<file path="src/design/fqdf_pkg.sv">
// fqdf_pkg: shared types and codes for the FASTQ record deframer.
// Holds the item and result structs, the queue entry type and the byte, kind,
// field and error codes. It depends on nothing else.
`timescale 1ns / 1ps

package fqdf_pkg;

	// Fixed field widths
	localparam int CFG_W    = 16;
	localparam int FLEN_W   = 16;
	localparam int REC_W    = 32;
	localparam int Q_DEPTH  = 4;

	// Characters that the parser looks for
	localparam logic [7:0] CH_AT   = 8'h40;
	localparam logic [7:0] CH_PLUS = 8'h2B;
	localparam logic [7:0] CH_CR   = 8'h0D;
	localparam logic [7:0] CH_LF   = 8'h0A;

	// Result kinds
	localparam logic [2:0] KIND_ID     = 3'd0;
	localparam logic [2:0] KIND_SEQ    = 3'd1;
	localparam logic [2:0] KIND_QUAL   = 3'd2;
	localparam logic [2:0] KIND_FEND   = 3'd3;
	localparam logic [2:0] KIND_STATUS = 3'd4;

	// Field kinds carried by a field end
	localparam logic [1:0] FK_ID   = 2'd0;
	localparam logic [1:0] FK_SEQ  = 2'd1;
	localparam logic [1:0] FK_QUAL = 2'd2;

	// Line phase within a record
	localparam logic [1:0] PH_ID   = 2'd0;
	localparam logic [1:0] PH_SEQ  = 2'd1;
	localparam logic [1:0] PH_SEP  = 2'd2;
	localparam logic [1:0] PH_QUAL = 2'd3;

	// Error codes
	localparam logic [2:0] ERR_NONE   = 3'd0;
	localparam logic [2:0] ERR_AT     = 3'd1;
	localparam logic [2:0] ERR_PLUS   = 3'd2;
	localparam logic [2:0] ERR_LEN    = 3'd3;
	localparam logic [2:0] ERR_INCOMP = 3'd4;
	localparam logic [2:0] ERR_LONG   = 3'd5;

	typedef struct packed {
		logic [7:0] data_byte;
		logic       end_of_stream;
	} in_item_t;

	typedef struct packed {
		logic [2:0]        kind;
		logic [7:0]        out_byte;
		logic [1:0]        field_kind;
		logic [FLEN_W-1:0] field_length;
		logic [REC_W-1:0]  record_count;
		logic [2:0]        error_code;
		logic              last;
	} out_item_t;

	// One queue entry: the results of one input item, one or two of them
	typedef struct packed {
		logic      two;
		out_item_t r0;
		out_item_t r1;
	} qent_t;

endpackage

</file>
<file path="src/design/fastq_record_deframer_top.sv">
// fastq_record_deframer_top: FASTQ byte stream to tagged field bytes, field ends
// and status. Instantiates fqdf_front, fqdf_queue and fqdf_back; uses fqdf_pkg.
//
//   channel  | direction | handshake                  | payload
//   item     | in        | item_valid / item_ready     | in_item_t: data_byte, end_of_stream
//   result   | out       | result_valid / result_ready | out_item_t: kind ... last
//   cfg      | in        | cfg_we (no wait)            | cfg_wdata: max_line_length
//
// One byte is accepted per cycle while the four-entry result queue has room.
// Results leave the output register one at a time, so an item that makes two results
// yields them in turn; accepted items pass through the queue, then the output register.
// Reset clears all parser state, the queue and the output; max_line_length resets
// to 65535. A stalled output fills the queue and then holds item_ready low.
`timescale 1ns / 1ps

module fastq_record_deframer_top #(
	parameter int LENGTH_BITS = 16,
	parameter int COUNT_BITS  = 32
) (
	input  logic                       clk,
	input  logic                       arst_n,
	input  logic                       item_valid,
	output logic                       item_ready,
	input  fqdf_pkg::in_item_t         item,
	output logic                       result_valid,
	input  logic                       result_ready,
	output fqdf_pkg::out_item_t        result,
	input  logic                       cfg_we,
	input  logic [fqdf_pkg::CFG_W-1:0] cfg_wdata
);
	import fqdf_pkg::*;

	logic  q_full;
	logic  push;
	qent_t entry;
	logic  head_valid;
	qent_t head;
	logic  pop;

	// Parser and classifier
	fqdf_front #(
		.LENGTH_BITS (LENGTH_BITS),
		.COUNT_BITS  (COUNT_BITS)
	) u_front (
		.clk        (clk),
		.arst_n     (arst_n),
		.item_valid (item_valid),
		.item_ready (item_ready),
		.item       (item),
		.cfg_we     (cfg_we),
		.cfg_wdata  (cfg_wdata),
		.q_full     (q_full),
		.push       (push),
		.entry      (entry)
	);

	// Result queue
	fqdf_queue u_queue (
		.clk        (clk),
		.arst_n     (arst_n),
		.push       (push),
		.wr_entry   (entry),
		.full       (q_full),
		.head_valid (head_valid),
		.head       (head),
		.pop        (pop)
	);

	// Output sequencer
	fqdf_back u_back (
		.clk          (clk),
		.arst_n       (arst_n),
		.head_valid   (head_valid),
		.head         (head),
		.pop          (pop),
		.result_valid (result_valid),
		.result_ready (result_ready),
		.result       (result)
	);

endmodule

</file>
<file path="src/design/fqdf_front.sv">
// fqdf_front: accepts input bytes, tracks line phase, lengths, record count and
// the sticky error, and turns each item into a queue entry of one or two results.
// Depends on fqdf_pkg.
`timescale 1ns / 1ps

module fqdf_front #(
	parameter int LENGTH_BITS = 16,
	parameter int COUNT_BITS  = 32
) (
	input  logic                      clk,
	input  logic                      arst_n,
	input  logic                      item_valid,
	output logic                      item_ready,
	input  fqdf_pkg::in_item_t        item,
	input  logic                      cfg_we,
	input  logic [fqdf_pkg::CFG_W-1:0] cfg_wdata,
	input  logic                      q_full,
	output logic                      push,
	output fqdf_pkg::qent_t           entry
);
	import fqdf_pkg::*;

	localparam int CMP_W = (LENGTH_BITS > CFG_W) ? LENGTH_BITS : CFG_W;

	function automatic out_item_t mk_status(input logic [2:0] code,
			input logic [REC_W-1:0] rec);
		out_item_t r;
		r = '0;
		r.kind = KIND_STATUS;
		r.record_count = rec;
		r.error_code = code;
		return r;
	endfunction

	function automatic out_item_t mk_content(input logic [2:0] k, input logic [7:0] b,
			input logic [REC_W-1:0] rec);
		out_item_t r;
		r = '0;
		r.kind = k;
		r.out_byte = b;
		r.record_count = rec;
		return r;
	endfunction

	function automatic out_item_t mk_fend(input logic [1:0] fk,
			input logic [FLEN_W-1:0] flen, input logic [REC_W-1:0] rec);
		out_item_t r;
		r = '0;
		r.kind = KIND_FEND;
		r.field_kind = fk;
		r.field_length = flen;
		r.record_count = rec;
		return r;
	endfunction

	// State registers
	logic [CFG_W-1:0]       max_len_q;
	logic [1:0]             phase_q;
	logic                   start_q;
	logic                   cr_q;
	logic [LENGTH_BITS-1:0] len_q;
	logic [LENGTH_BITS-1:0] seq_q;
	logic [COUNT_BITS-1:0]  rec_q;
	logic [2:0]             err_q;

	// Next state
	logic [1:0]             n_phase;
	logic                   n_start;
	logic                   n_cr;
	logic [LENGTH_BITS-1:0] n_len;
	logic [LENGTH_BITS-1:0] n_seq;
	logic [COUNT_BITS-1:0]  n_rec;
	logic [2:0]             n_err;

	logic                   take;
	logic [CMP_W-1:0]       len_max_c;
	logic [CMP_W-1:0]       lim;
	logic                   hit_a;
	logic                   hit_b;
	logic [LENGTH_BITS-1:0] len_b;
	logic [LENGTH_BITS-1:0] len_m1;
	logic [2:0]             ckind;

	// Line end evaluated on the current state
	logic [2:0]             el_err;
	logic [1:0]             el_fk;
	logic [FLEN_W-1:0]      el_flen;
	logic [COUNT_BITS-1:0]  el_rec;

	logic                   err_a;
	logic [2:0]             code_b;
	out_item_t              item_b;
	out_item_t              r0;
	out_item_t              r1;
	logic                   two;

	assign item_ready = !q_full;
	assign take = item_valid && item_ready;

	// Effective line limit, clamped to what the length counter can hold
	assign len_max_c = CMP_W'({LENGTH_BITS{1'b1}});
	assign lim = (CMP_W'(max_len_q) < len_max_c) ? CMP_W'(max_len_q) : len_max_c;
	assign hit_a = CMP_W'(len_q) >= lim;
	// Length seen by the new byte after a released carriage return
	assign len_b = cr_q ? (len_q + LENGTH_BITS'(1)) : len_q;
	assign hit_b = CMP_W'(len_b) >= lim;
	assign len_m1 = len_q - LENGTH_BITS'(1);

	// Content kind follows the line phase
	always_comb begin
		unique case (phase_q)
			PH_ID:   ckind = KIND_ID;
			PH_SEQ:  ckind = KIND_SEQ;
			default: ckind = KIND_QUAL;
		endcase
	end

	// Line end: mark checks, length check, field end contents
	always_comb begin
		el_err = ERR_NONE;
		if (start_q && phase_q == PH_ID) begin
			el_err = ERR_AT;
		end else if (start_q && phase_q == PH_SEP) begin
			el_err = ERR_PLUS;
		end else if (phase_q == PH_QUAL && len_q != seq_q) begin
			el_err = ERR_LEN;
		end
		el_fk = (phase_q == PH_ID) ? FK_ID : ((phase_q == PH_SEQ) ? FK_SEQ : FK_QUAL);
		el_flen = (phase_q == PH_ID) ? FLEN_W'(len_m1) : FLEN_W'(len_q);
		el_rec = (phase_q == PH_QUAL && el_err == ERR_NONE) ? (rec_q + COUNT_BITS'(1))
			: rec_q;
	end

	// Check on the new byte after any released carriage return
	always_comb begin
		code_b = ERR_NONE;
		if (start_q && phase_q == PH_ID && item.data_byte != CH_AT) begin
			code_b = ERR_AT;
		end else if (start_q && phase_q == PH_SEP && item.data_byte != CH_PLUS) begin
			code_b = ERR_PLUS;
		end else if (item.data_byte != CH_CR && hit_b) begin
			code_b = ERR_LONG;
		end
	end

	// Step evaluation: next state and the results of this item
	always_comb begin
		n_phase = phase_q;
		n_start = start_q;
		n_cr    = cr_q;
		n_len   = len_q;
		n_seq   = seq_q;
		n_rec   = rec_q;
		n_err   = err_q;
		r0      = '0;
		r1      = '0;
		two     = 1'b0;
		push    = 1'b0;
		err_a   = 1'b0;
		item_b  = '0;
		if (item.end_of_stream) begin
			if (err_q == ERR_NONE && (!start_q || cr_q)) begin
				// close the open line as if by a line feed
				n_cr = 1'b0;
				push = 1'b1;
				if (el_err != ERR_NONE) begin
					n_err = el_err;
					r0 = mk_status(el_err, REC_W'(rec_q));
				end else begin
					n_phase = phase_q + 2'd1;
					n_len   = '0;
					n_start = 1'b1;
					n_rec   = el_rec;
					if (phase_q == PH_SEQ) begin
						n_seq = len_q;
					end
					if (phase_q == PH_SEP) begin
						n_err = ERR_INCOMP;
						r0 = mk_status(ERR_INCOMP, REC_W'(rec_q));
					end else begin
						r0 = mk_fend(el_fk, el_flen, REC_W'(el_rec));
						two = 1'b1;
						if (phase_q != PH_QUAL) begin
							n_err = ERR_INCOMP;
							r1 = mk_status(ERR_INCOMP, REC_W'(el_rec));
						end else begin
							r1 = mk_status(ERR_NONE, REC_W'(el_rec));
						end
					end
				end
			end else begin
				push = 1'b1;
				if (err_q == ERR_NONE && phase_q != PH_ID) begin
					n_err = ERR_INCOMP;
					r0 = mk_status(ERR_INCOMP, REC_W'(rec_q));
				end else begin
					r0 = mk_status(err_q, REC_W'(rec_q));
				end
			end
		end else if (err_q == ERR_NONE) begin
			if (item.data_byte == CH_LF) begin
				n_cr = 1'b0;
				if (el_err != ERR_NONE) begin
					n_err = el_err;
					r0 = mk_status(el_err, REC_W'(rec_q));
					push = 1'b1;
				end else begin
					n_phase = phase_q + 2'd1;
					n_len   = '0;
					n_start = 1'b1;
					n_rec   = el_rec;
					if (phase_q == PH_SEQ) begin
						n_seq = len_q;
					end
					if (phase_q != PH_SEP) begin
						r0 = mk_fend(el_fk, el_flen, REC_W'(el_rec));
						push = 1'b1;
					end
				end
			end else begin
				// release a held carriage return as content
				if (cr_q) begin
					n_cr = 1'b0;
					if (hit_a) begin
						err_a = 1'b1;
						n_err = ERR_LONG;
						r0 = mk_status(ERR_LONG, REC_W'(rec_q));
						push = 1'b1;
					end else if (phase_q != PH_SEP) begin
						r0 = mk_content(ckind, CH_CR, REC_W'(rec_q));
						push = 1'b1;
					end
				end
				if (!err_a) begin
					n_len = len_b;
					if (code_b != ERR_NONE) begin
						n_err = code_b;
						item_b = mk_status(code_b, REC_W'(rec_q));
					end else begin
						n_start = 1'b0;
						if (item.data_byte == CH_CR) begin
							n_cr = 1'b1;
						end else begin
							n_len = len_b + LENGTH_BITS'(1);
							if (!(start_q && phase_q == PH_ID) && phase_q != PH_SEP) begin
								item_b = mk_content(ckind, item.data_byte, REC_W'(rec_q));
							end
						end
					end
					// place into the first free slot
					if (item_b.kind == KIND_STATUS || item_b.kind != KIND_ID
						|| (!(start_q && phase_q == PH_ID) && phase_q != PH_SEP
						&& code_b == ERR_NONE && item.data_byte != CH_CR)) begin
						if (code_b != ERR_NONE || (item.data_byte != CH_CR
							&& !(start_q && phase_q == PH_ID) && phase_q != PH_SEP)) begin
							if (push) begin
								r1 = item_b;
								two = 1'b1;
							end else begin
								r0 = item_b;
								push = 1'b1;
							end
						end
					end
				end
			end
		end
		if (!take) begin
			push = 1'b0;
		end
	end

	assign entry.two = two;
	assign entry.r0  = r0;
	assign entry.r1  = r1;

	// Configuration register
	always_ff @(posedge clk or negedge arst_n) begin
		if (!arst_n) begin
			max_len_q <= '1;
		end else if (cfg_we) begin
			max_len_q <= cfg_wdata;
		end
	end

	// Parser state
	always_ff @(posedge clk or negedge arst_n) begin
		if (!arst_n) begin
			phase_q <= PH_ID;
			start_q <= 1'b1;
			cr_q    <= 1'b0;
			len_q   <= '0;
			seq_q   <= '0;
			rec_q   <= '0;
			err_q   <= ERR_NONE;
		end else if (take) begin
			phase_q <= n_phase;
			start_q <= n_start;
			cr_q    <= n_cr;
			len_q   <= n_len;
			seq_q   <= n_seq;
			rec_q   <= n_rec;
			err_q   <= n_err;
		end
	end

endmodule

</file>
<file path="src/design/fqdf_queue.sv">
// fqdf_queue: short register queue of result entries between front and back.
// One push and one pop per cycle. Depends on fqdf_pkg.
`timescale 1ns / 1ps

module fqdf_queue (
	input  logic            clk,
	input  logic            arst_n,
	input  logic            push,
	input  fqdf_pkg::qent_t wr_entry,
	output logic            full,
	output logic            head_valid,
	output fqdf_pkg::qent_t head,
	input  logic            pop
);
	import fqdf_pkg::*;

	localparam int PTR_W = (Q_DEPTH > 1) ? $clog2(Q_DEPTH) : 1;
	localparam int CNT_W = $clog2(Q_DEPTH + 1);

	qent_t            mem_q [Q_DEPTH];
	logic [PTR_W-1:0] wr_ptr_q;
	logic [PTR_W-1:0] rd_ptr_q;
	logic [CNT_W-1:0] cnt_q;
	logic             do_push;
	logic             do_pop;

	assign full       = (cnt_q == CNT_W'(Q_DEPTH));
	assign head_valid = (cnt_q != '0);
	assign head       = mem_q[rd_ptr_q];
	assign do_push    = push && !full;
	assign do_pop     = pop && head_valid;

	// Entry storage
	always_ff @(posedge clk) begin
		if (do_push) begin
			mem_q[wr_ptr_q] <= wr_entry;
		end
	end

	// Pointers and fill count
	always_ff @(posedge clk or negedge arst_n) begin
		if (!arst_n) begin
			wr_ptr_q <= '0;
			rd_ptr_q <= '0;
			cnt_q    <= '0;
		end else begin
			if (do_push) begin
				wr_ptr_q <= (wr_ptr_q == PTR_W'(Q_DEPTH - 1)) ? '0 : wr_ptr_q + PTR_W'(1);
			end
			if (do_pop) begin
				rd_ptr_q <= (rd_ptr_q == PTR_W'(Q_DEPTH - 1)) ? '0 : rd_ptr_q + PTR_W'(1);
			end
			if (do_push && !do_pop) begin
				cnt_q <= cnt_q + CNT_W'(1);
			end else if (do_pop && !do_push) begin
				cnt_q <= cnt_q - CNT_W'(1);
			end
		end
	end

endmodule

</file>
<file path="src/design/fqdf_back.sv">
// fqdf_back: drains queue entries into the output register one result per cycle
// unless stalled, marking the final result of each entry. Depends on fqdf_pkg.
`timescale 1ns / 1ps

module fqdf_back (
	input  logic                 clk,
	input  logic                 arst_n,
	input  logic                 head_valid,
	input  fqdf_pkg::qent_t      head,
	output logic                 pop,
	output logic                 result_valid,
	input  logic                 result_ready,
	output fqdf_pkg::out_item_t  result
);
	import fqdf_pkg::*;

	logic      sel_q;
	logic      valid_q;
	out_item_t out_q;
	logic      load;
	logic      is_last;
	out_item_t cur;

	// Output register takes a new result when empty or being drained
	assign load    = !valid_q || result_ready;
	assign is_last = !head.two || sel_q;
	always_comb begin
		cur = sel_q ? head.r1 : head.r0;
		cur.last = is_last;
	end
	assign pop = load && head_valid && is_last;

	assign result_valid = valid_q;
	assign result       = out_q;

	// Result payload
	always_ff @(posedge clk) begin
		if (load && head_valid) begin
			out_q <= cur;
		end
	end

	// Valid flag and slot select
	always_ff @(posedge clk or negedge arst_n) begin
		if (!arst_n) begin
			valid_q <= 1'b0;
			sel_q   <= 1'b0;
		end else if (load) begin
			valid_q <= head_valid;
			if (head_valid) begin
				sel_q <= !is_last;
			end
		end
	end

endmodule
</file>
<file path="config.mk">
export PLATFORM = sky130hd
export DESIGN_NAME = fastq_record_deframer_top
export DESIGN_NICKNAME = d
export VERILOG_FILES = /design/src/design/fqdf_pkg.sv /design/src/design/fastq_record_deframer_top.sv /design/src/design/fqdf_front.sv /design/src/design/fqdf_queue.sv /design/src/design/fqdf_back.sv
export SDC_FILE = /design/constraint.sdc
export NUM_CORES = 1
export LEC_CHECK = 0
export BUFFER_PORTS_ARGS = -buffer_cell sky130_fd_sc_hd__buf_4
export CAP_MARGIN = 20
export CORE_ASPECT_RATIO = 1.4
export CORE_MARGIN = 2
export CORE_UTILIZATION = 55
export CTS_CLUSTER_DIAMETER = 30
export DETAILED_ROUTE_END_ITERATION = 10
export GPL_ROUTABILITY_DRIVEN = 1
export MAX_ROUTING_LAYER = met4
export PLACE_DENSITY_LB_ADDON = 0.08
export SYNTH_ARGS = -nofsm -noshare
export SYNTH_HDL_FRONTEND = slang
export SYNTH_HIERARCHICAL = 1
export SYNTH_SLANG_ARGS = --single-unit
</file>
<file path="constraint.sdc">
create_clock -name clk -period 10.16 [get_ports clk]
set_clock_uncertainty 0.1 [all_clocks]
set_input_delay 1.016 -clock clk [delete_from_list [all_inputs] [get_ports clk]]
set_output_delay 1.016 -clock clk [all_outputs]
set_load 0.02 [all_outputs]
</file>
==> impl_metrics.py, run 1 <==
metrics = {
    "global_routing": {
        "grt_pass1_vias": 18300,
        "grt_max_degree": 106,
        "track_usage": 0.250,
        "grt_pass1_wl_mm": 107,
        "grt-ovfl-total": 0,
        "antenna_found_initial": 0,
    },
    "sta": {
        "hold_viol": 0,
        "setup_slack_ns": 3.18,
        "tns_ns": 0,
        "fmax_mhz": 143,
        "finalCritPeriodShare": 0.687,
        "holdWs_ns": 0.256,
        "worst_slew_pin_slew_ns": 1.14,
        "rsz0062_at_grt": "no",
        "slew_violations": 0,
        "setup_viol": 0,
        "max_slew_margin": 0.235,
        "fin_crit_ns": 6.98,
    },
    "die": {
        "ios": 97,
        "initial_utilization": 0.554,
        "die_h_um": 286,
        "dieArea_sq_um": 58600,
        "die_w_um": 205,
        "fp-row-count": 103,
        "core_area_sq_um": 56200,
    },
    "critical_path": {
        "path_class": "flop to flop",
        "arrival_ns": 7.15,
        "worstRegToRegCells": 17,
        "worst-path-max-fanout": 51,
        "end_kind": "flop",
        "worstSetupStartpointType": "flop",
        "cpMaxStageDelayCell": "dfrtp_1",
        "required_ns": 10.33,
        "path_cells": "nand4_4 > nor3_1 > nand2_1 > xor2_1 > inv_1 > ha_1 > and4_1 > nand4_1 > nor4b_1 > o21a_1 > o31ai_4 > nand2_1 > nor2_1 > o311ai_0 > nor2b_1 > and2_4 > buf_4",
        "cpMostUsedCell": "nand2_1",
        "cpPeakStageDelay_ns": 0.79,
    },
    "route": {
        "dr.pass1.iters": 6,
        "vias": 17900,
        "vias_per_cell": 6.05,
        "drt-initial-drc-count": 1394,
        "wl_mm": 69.8,
        "drc_errors": 0,
        "ant_nets": 0,
        "wl_per_cell_um": 23.6,
    },
    "placed_design": {
        "gp_congestion": 0.914,
        "port_buffers": 96,
        "dp_hpwl_mm": 42.3,
        "dp_worst_setup_slack_ns": 3.23,
    },
    "finish": {
        "drive_gt1_frac": 0.268,
        "fillCellCount": 4118,
        "antenna_cells": 0,
        "nets": 2211,
        "syn2layout_area_growth_pct": 15.4,
        "final_util": 0.639,
    },
    "synthesis": {
        "syn-mean-instance-area_sq_um": 15.2,
        "yosysWarnings": 6,
        "synthesis.area_sq_um": 31100,
        "netlist_instances": 2052,
    },
    "clocking": {
        "clock_latency_ns": 0.65,
        "cts_tree": "yes",
        "cts_resized": 0,
        "cts_max_path_buffers": 3,
        "postCtsHoldBufs": 0,
        "cts_made_buffers": 104,
        "htreeDepth": 3,
        "cts_root_buf": "clkbuf_16",
        "cts_num_sinks": 677,
        "clkTransAtPathRegs_ns": 0.06,
        "post_cts_buffers": 0,
    },
    "run": {
        "drv_cap": 0,
    },
    "pwr": {
        "ir_drop_uv": 218,
        "p_per_area_nw_per_um2": 293,
        "leakage_nw": 12.9,
    },
    "min_path": {
        "min_path_type": "primary input to asynchronous set/reset pin",
    },
    "outcome": {
        "status": "completed",
    },
}
-- sequential cells by signal (all words and copies together) (netlist names), 2 cells and up --
name and count:
u_front/err_q 3, u_front/rec_q 32, u_front/max_len_q 16, u_queue/cnt_q 3, u_front/seq_q 16, u_front/len_q 16, u_queue/mem_q 516, u_queue/rd_ptr_q 2
u_back/result 65, u_front/phase_q 2, u_queue/wr_ptr_q 2
-- power breakdown --
group	internal, mW	total (mW)	switching, mW
Combinational	1.26	2.84	1.58
Sequential	3.74	4.03	0.289
Clock	2.32	3.67	1.35
Total	7.33	10.5	3.22
-- metal layers --
layer	track usage	share of wire	vias up
met5	-	0	-
met4	0.0897	0.026	0
met3	0.0362	0.056	130
met2	0.404	0.50	618
met1	0.327	0.42	9115
li1	-	-	8065
-- layout by cell type, fill, tap and decap left out, drive strengths merged, types with 64 or more instances in the layout --
master and instances:
mux4 129, nor2 123, nand2 155, mux2 92
xnor2 64, inv 73, clkbuf 114, dfrtp 79
buf 122, o21ai 88, edfxtp 581
-- metrics by stage --
step                      power, mW  instance area (sq um)  cells
after floorplan                6.12                  31200   2070
after global placement         6.90                  32200   2765
after detailed placement       6.96                  32200   2766
after CTS                      10.7                  35900   2962
after global routing           11.0                  35900   2963
final                          10.5                  35900   2963
-- worst max-delay path: cells and delay by family, from the launching register on --
| kind | cells | cell delay, ns |
|---|---|---|
| simple gates | 10 | 3.10 |
| xor+xnor | 1 | 0.36 |
| buf+inv | 2 | 0.78 |
| flops | 1 | 0.79 |
| compound gates | 3 | 1.13 |
| fa+ha+maj | 1 | 0.30 |
-- cell type report --
cell class                 count  area [sq um]  share of cell area
clock buffer                 114          2740              0.0761
tap                          735           920              0.0256
clock inverter                82           960              0.0267
inverter                      46           174             0.00484
sequential                   677         19900               0.553
multi-input combinational   1187         10300               0.286
timing repair buffer         122           973              0.0271
-- worst paths after layout --
check                                      start  slack [ns]                    to
worst min register to register  u_queue/cnt_q[2]        0.37      u_queue/cnt_q[2]
worst max-delay path                u_front/cr_q        3.18  u_queue/mem_q[1][72]
max in group asynchronous                 arst_n        8.26          u_back/sel_q
min in group clk                u_queue/cnt_q[2]        0.37      u_queue/cnt_q[2]
worst min-delay path                      arst_n        0.26     u_front/rec_q[16]
worst max register to register      u_front/cr_q        3.18  u_queue/mem_q[1][72]
Note: power is estimated with default switching activity, not from simulation.
==> run 2, diff against run 1 <==
--- a/config.mk
+++ b/config.mk
@@ -5,6 +5,7 @@
 export SDC_FILE = /design/constraint.sdc
 export NUM_CORES = 1
 export LEC_CHECK = 0
+export ABC_AREA = 1
 export BUFFER_PORTS_ARGS = -buffer_cell sky130_fd_sc_hd__buf_4
 export CAP_MARGIN = 20
 export CORE_ASPECT_RATIO = 1.4
==> constraint.sdc (replaced) <==
create_clock -name clk -period 6.82 [get_ports clk]
set_clock_uncertainty 0.1 [all_clocks]
set_input_delay 0.682 -clock clk [delete_from_list [all_inputs] [get_ports clk]]
set_output_delay 0.682 -clock clk [all_outputs]
set_load 0.02 [all_outputs]
==> run 2 against run 1 <==
Against the previous run:
- sequential share of layout area fell by 3.9 points
- critical path depth rose by 5
- critical endpoint is now u_queue/mem_q[0][80]
- highest routed layer unchanged
- area after synthesis rose by 8.3%
- largest cell class unchanged
==> impl_metrics.py, run 2 <==
metrics = {
    "critical_path": {
        "arrival_ns": 6.00,
        "path_class": "flop to flop",
        "path_cells": "nand2_1 > inv_1 > nand4_1 > or2_2 > xor2_1 > inv_1 > ha_1 > nand2_1 > nor2_1 > nand3_1 > nor2_1 > nand2_1 > nand3_2 > nand2_4 > nand3_4 > inv_2 > nand3_2 > nand2_1 > a21oi_1 > nand2_1 > nor2_4 > buf_12",
        "path_delay_family": "simple AND/OR/NAND/NOR gates",
        "cpPeakStageDelay_ns": 0.66,
        "cpMaxStageDelayCell": "nor2_4",
        "cpMostUsedCell": "nand2_1",
        "worstSetupStartpointType": "flop",
        "worst-path-max-fanout": 52,
        "end_kind": "flop",
        "required_ns": 7.03,
        "worst-path-buf-inv": 4,
    },
    "die": {
        "ios": 97,
        "fp-row-count": 107,
        "dieArea_sq_um": 63300,
        "die_h_um": 297,
        "die_w_um": 213,
        "initial_utilization": 0.555,
        "core_area_sq_um": 60800,
    },
    "sta": {
        "worst_slew_pin_slew_ns": 1.09,
        "fin_crit_ns": 5.80,
        "setup_viol": 0,
        "slew_violations": 0,
        "holdWs_ns": 0.130,
        "finalCritPeriodShare": 0.850,
        "hold_viol": 0,
        "max_slew_margin": 0.272,
        "rsz0062_at_grt": "no",
        "fmax_mhz": 173,
        "tns_ns": 0,
    },
    "pwr": {
        "power.share.switching": 0.324,
        "p_int_mw": 10.0,
        "p_per_area_nw_per_um2": 383,
        "p_switching_mw": 4.80,
        "leakage_nw": 16.5,
        "power_frac_clock": 0.386,
        "seqPwrFrac": 0.366,
        "ir_drop_uv": 342,
        "combPwrFrac": 0.248,
    },
    "route": {
        "wl_per_cell_um": 19.0,
        "vias": 24000,
        "vias_per_cell": 5.49,
        "drt-initial-drc-count": 2036,
        "ant_nets": 0,
        "dr.pass1.iters": 7,
        "wl_mm": 83.2,
        "drc_errors": 0,
    },
    "placed_design": {
        "gp_congestion": 0.942,
        "dp_hpwl_mm": 52.6,
        "port_buffers": 96,
    },
    "finish": {
        "final_common_cell": "nand2_1",
        "nets": 3538,
        "syn2layout_area_growth_pct": 14.7,
        "drive_gt1_frac": 0.137,
        "regMostFlops": "u_queue/mem_q",
        "largest_register_ff_count": 516,
        "layout_common_cells": "nand2_1, edfxtp_1, inv_1",
    },
    "synthesis": {
        "synthesis.area_sq_um": 33700,
        "syn-mean-instance-area_sq_um": 9.93,
        "yosysWarnings": 6,
        "netlist_instances": 3397,
    },
    "min_path": {
        "min_path_type": "primary input to flop",
    },
    "outcome": {
        "status": "completed",
    },
    "clocking": {
        "cts_num_sinks": 677,
        "clock_latency_ns": 0.67,
        "post_cts_buffers": 0,
        "cts_tree": "yes",
        "htreeDepth": 3,
        "cts_root_buf": "clkbuf_16",
        "cts_made_buffers": 111,
        "clkTransAtPathRegs_ns": 0.05,
        "cts_max_path_buffers": 3,
    },
    "global_routing": {
        "grt_max_degree": 182,
        "grt-ovfl-total": 0,
        "track_usage": 0.275,
        "antenna_found_initial": 1,
        "grt_pass1_vias": 23700,
        "grt_pass1_wl_mm": 131,
    },
    "run": {
        "drv_cap": 0,
    },
}
## run 2: area by class of cell
| type | instances | area (sq um) |
|---|---|---|
| inverter | 459 | 1730 |
| antenna | 1 | 2.50 |
| multi-input combinational | 2085 | 11000 |
| fill | 4979 | 22100 |
| sequential | 677 | 19900 |
| clock buffer | 122 | 2860 |
| tap | 817 | 1020 |
| clock inverter | 86 | 1020 |
| timing repair buffer | 131 | 1130 |
## run 2: stage by stage
step / cells / setup WS [ns] / total power [mW] / util / area [sq um]
final: 4378 / 1.02 / 14.8 / 0.636 / 38700
after global routing: 4378 / 0.690 / 15.5 / 0.636 / 38700
after CTS: 4376 / 1.01 / 14.9 / 0.636 / 38600
after detailed placement: 4167 / 1.04 / 9.17 / 0.572 / 34700
after global placement: 4167 / 1.17 / 9.09 / 0.572 / 34700
after floorplan: 3415 / -0.137 / 8.19 / - / 33800
## run 2: tightest hold or removal path, stage by stage
cell	delay (ns)
buf_4	0.08
nand2_1	0.04
o21ai_0	0.06
## run 2: path summary, 6_finish.rpt
check                                       from              endpoint  slack, ns  cells past startpoint
worst min-delay path                cfg_wdata[6]  u_front/max_len_q[6]       0.13                      3
max in group asynchronous                 arst_n     u_front/seq_q[14]       4.83                      3
worst min register to register  u_front/err_q[1]      u_front/err_q[1]       0.41                      2
min in group asynchronous                 arst_n      u_front/rec_q[8]       0.43                      2
worst max-delay path            u_front/len_q[3]  u_queue/mem_q[0][80]       1.02                     22
worst max register to register  u_front/len_q[3]  u_queue/mem_q[0][80]       1.02                     22
## run 2: what timing repair did
item,in CTS,in global routing
hold endpoints to repair,29,0
hold buffers,1,0
endpoints found under the setup margin,0,0
gates resized for setup,0,0
## run 2: metal layers
layer  vias to the layer above  track usage  wire [um]
met5                         -            -          0
met1                     11600        0.353      35600
met3                       138       0.0373       4390
li1                      11600            -          -
met4                         0       0.0956       2110
met2                       745        0.449      41100
## run 2: power by group through the flow
| stage | combinational [mW] | clock (mW) | sequential, mW |
|---|---|---|---|
| 3_3_place_gp | 3.60 | 0 | 5.49 |
| 3_5_place_dp | 3.67 | 0 | 5.50 |
| 5_1_grt | 4.06 | 6.00 | 5.47 |
| 2_1_floorplan | 2.52 | 0 | 5.67 |
| 6_report | 3.67 | 5.72 | 5.42 |
| 4_1_cts | 3.69 | 5.80 | 5.43 |
==> run 3, diff against run 2 <==
--- a/config.mk
+++ b/config.mk
@@ -5,7 +5,7 @@
 export SDC_FILE = /design/constraint.sdc
 export NUM_CORES = 1
 export LEC_CHECK = 0
-export ABC_AREA = 1
+export ABC_AREA = 0
 export BUFFER_PORTS_ARGS = -buffer_cell sky130_fd_sc_hd__buf_4
 export CAP_MARGIN = 20
 export CORE_ASPECT_RATIO = 1.4
==> constraint.sdc (replaced) <==
create_clock -name clk -period 5.7 [get_ports clk]
set_clock_uncertainty 0.1 [all_clocks]
set_input_delay 0.57 -clock clk [delete_from_list [all_inputs] [get_ports clk]]
set_output_delay 0.57 -clock clk [all_outputs]
set_load 0.02 [all_outputs]
==> run 3 against run 2 <==
Against the previous run:
- sequential power is 32% higher
- maximum frequency is 8.3% higher
- clock power is 16% higher
- first-iteration DRC count is 31% lower
- critical path depth is 3 lower
- design area is 5.9% lower
- combinational power is 44% higher
- largest cell class unchanged
==> impl_metrics.py, run 3 (synthesis gave the netlist of run 1 again) <==
metrics = {
    "run": {
        "drv_cap": 0,
    },
    "critical_path": {
        "arrival_ns": 5.78,
        "path_cells": "nand4_4 > buf_4 > nor2_1 > xnor2_1 > inv_1 > ha_1 > a41o_1 > a221oi_1 > o31ai_1 > o21a_2 > o31ai_4 > nand2_1 > o31ai_1 > o311ai_0 > nor2b_1 > ha_1 > inv_1 > fa_1 > mux2_2",
        "worstRegToRegCells": 19,
        "cpMaxStageDelayCell": "dfrtp_1",
        "cpPeakStageDelay_ns": 0.61,
        "path_class": "flop to flop",
        "end_kind": "flop",
        "worstSetupStartpointType": "flop",
        "worst-path-max-fanout": 11,
        "required_ns": 6.13,
    },
    "placed_design": {
        "postPlaceCellArea_sq_um": 32600,
        "dp_hpwl_mm": 44.8,
        "dp_worst_setup_slack_ns": 0.400,
        "port_buffers": 96,
        "gp_congestion": 0.966,
    },
    "sta": {
        "worst_slew_pin_slew_ns": 1.10,
        "fmax_mhz": 187,
        "fin_crit_ns": 5.35,
        "hold_viol": 0,
        "tns_ns": 0,
        "max_slew_margin": 0.268,
        "slew_violations": 0,
        "setup_viol": 0,
        "rsz0062_at_grt": "no",
        "setup_slack_ns": 0.349,
        "finalCritPeriodShare": 0.939,
    },
    "pwr": {
        "total_power_mw": 19.1,
        "leakage_nw": 13.2,
        "ir_drop_uv": 304,
        "p_per_area_nw_per_um2": 524,
    },
    "route": {
        "wl_mm": 71.2,
        "drt-initial-drc-count": 1408,
        "dr.pass1.iters": 6,
        "drc_errors": 0,
        "ant_nets": 0,
        "vias": 18300,
        "wl_per_cell_um": 23.8,
        "vias_per_cell": 6.09,
    },
    "finish": {
        "fillCellCount": 4106,
        "final_common_cell": "edfxtp_1",
        "largest_register_ff_count": 516,
        "antenna_cells": 0,
        "postLayoutCellArea_sq_um": 36400,
        "nets": 2242,
        "syn2layout_area_growth_pct": 16.9,
        "multi_input_area_sq_um": 10300,
        "drive_gt1_frac": 0.278,
        "regArea_sq_um": 19900,
        "regMostFlops": "u_queue/mem_q",
        "layout_common_cells": "edfxtp_1, nand2_1, buf_4",
    },
    "clocking": {
        "clkTransAtPathRegs_ns": 0.06,
        "clock_latency_ns": 0.66,
        "cts_root_buf": "clkbuf_16",
        "htreeDepth": 3,
        "post_cts_buffers": 0,
        "cts_max_path_buffers": 3,
        "cts_tree": "yes",
        "cts_num_sinks": 677,
        "cts_made_buffers": 108,
    },
    "die": {
        "dieArea_sq_um": 58600,
        "ios": 97,
        "fp-row-count": 103,
        "die_h_um": 286,
        "initial_utilization": 0.554,
        "core_area_sq_um": 56200,
        "die_w_um": 205,
    },
    "outcome": {
        "status": "completed",
    },
    "min_path": {
        "min_path_cells": 3,
        "min_path_type": "primary input to flop",
    },
    "global_routing": {
        "grt-ovfl-total": 0,
        "antenna_found_initial": 0,
        "grt_pass1_wl_mm": 110,
        "track_usage": 0.257,
        "grt_pass1_vias": 18900,
        "grt_max_degree": 102,
    },
}
[run 3: cell count changes in the layout (fill, tap and decap cells not counted), sizes merged, moves of 47 or more]
cell / delta
inv: -409
o21ai: -103
mux2: +91
a21oi: -47
xnor2: +59
mux4: +129
nand3: -62
o211ai: -250
nand2: -890
[run 3: final timing paths]
kind	from	to	slack (ns)
max reg2reg	u_front/len_q[2]	u_queue/cnt_q[1]	0.35
max	u_front/len_q[2]	u_queue/cnt_q[1]	0.35
max in group asynchronous	arst_n	u_queue/rd_ptr_q[1]	3.78
min reg2reg	u_queue/cnt_q[2]	u_queue/cnt_q[2]	0.39
min in group asynchronous	arst_n	u_front/rec_q[16]	0.35
min	cfg_wdata[13]	u_front/max_len_q[13]	0.04
[run 3: through the flow]
step                      instances   util  hold slack, ns
after global placement         2792  0.579           0.367
after CTS                      2998  0.648          0.0123
after global routing           2998  0.648          0.0395
after floorplan                2070      -           0.174
after detailed placement       2793  0.580           0.374
final                          2998  0.648          0.0390
[run 3: area by class of cell]
cell class              instances  share of cell area
well taps                     735              0.0253
clock inverters                84              0.0272
clock buffers                 120              0.0775
flip-flops and latches        677               0.546
inverters                      46             0.00478
repair buffers                149              0.0361
multi-input cells            1187               0.283
[run 3: timing repair]
item / 4_1_cts / 5_1_grt
endpoints found under the hold margin: 33 / 0
gates resized for setup: 0 / 1
endpoints found under the setup margin: 0 / 1
hold buffers: 1 / 0
[run 3: worst max-delay path: cells and delay by family (launching register included)]
family	cells	cell delay [ns]
buf+inv	3	0.40
flops	1	0.61
mux	1	0.26
simple gates	4	0.76
fa+ha+maj	3	0.96
compound gates	7	1.83
xor+xnor	1	0.31
[run 3: where the power goes]
| group | leakage, nW | internal [mW] | switching [mW] |
|---|---|---|---|
| logic | 4.63 | 2.35 | 2.94 |
| clock network | 1.83 | 4.23 | 2.43 |
| registers | 6.71 | 6.67 | 0.459 |
[run 3: layer usage]
layer / vias to the layer above / global-route usage / routed length (um)
met5: - / - / 0
li1: 8124 / - / -
met1: 9370 / 0.330 / 28900
met4: 0 / 0.0901 / 2120
met2: 610 / 0.420 / 36500
met3: 149 / 0.0376 / 3700
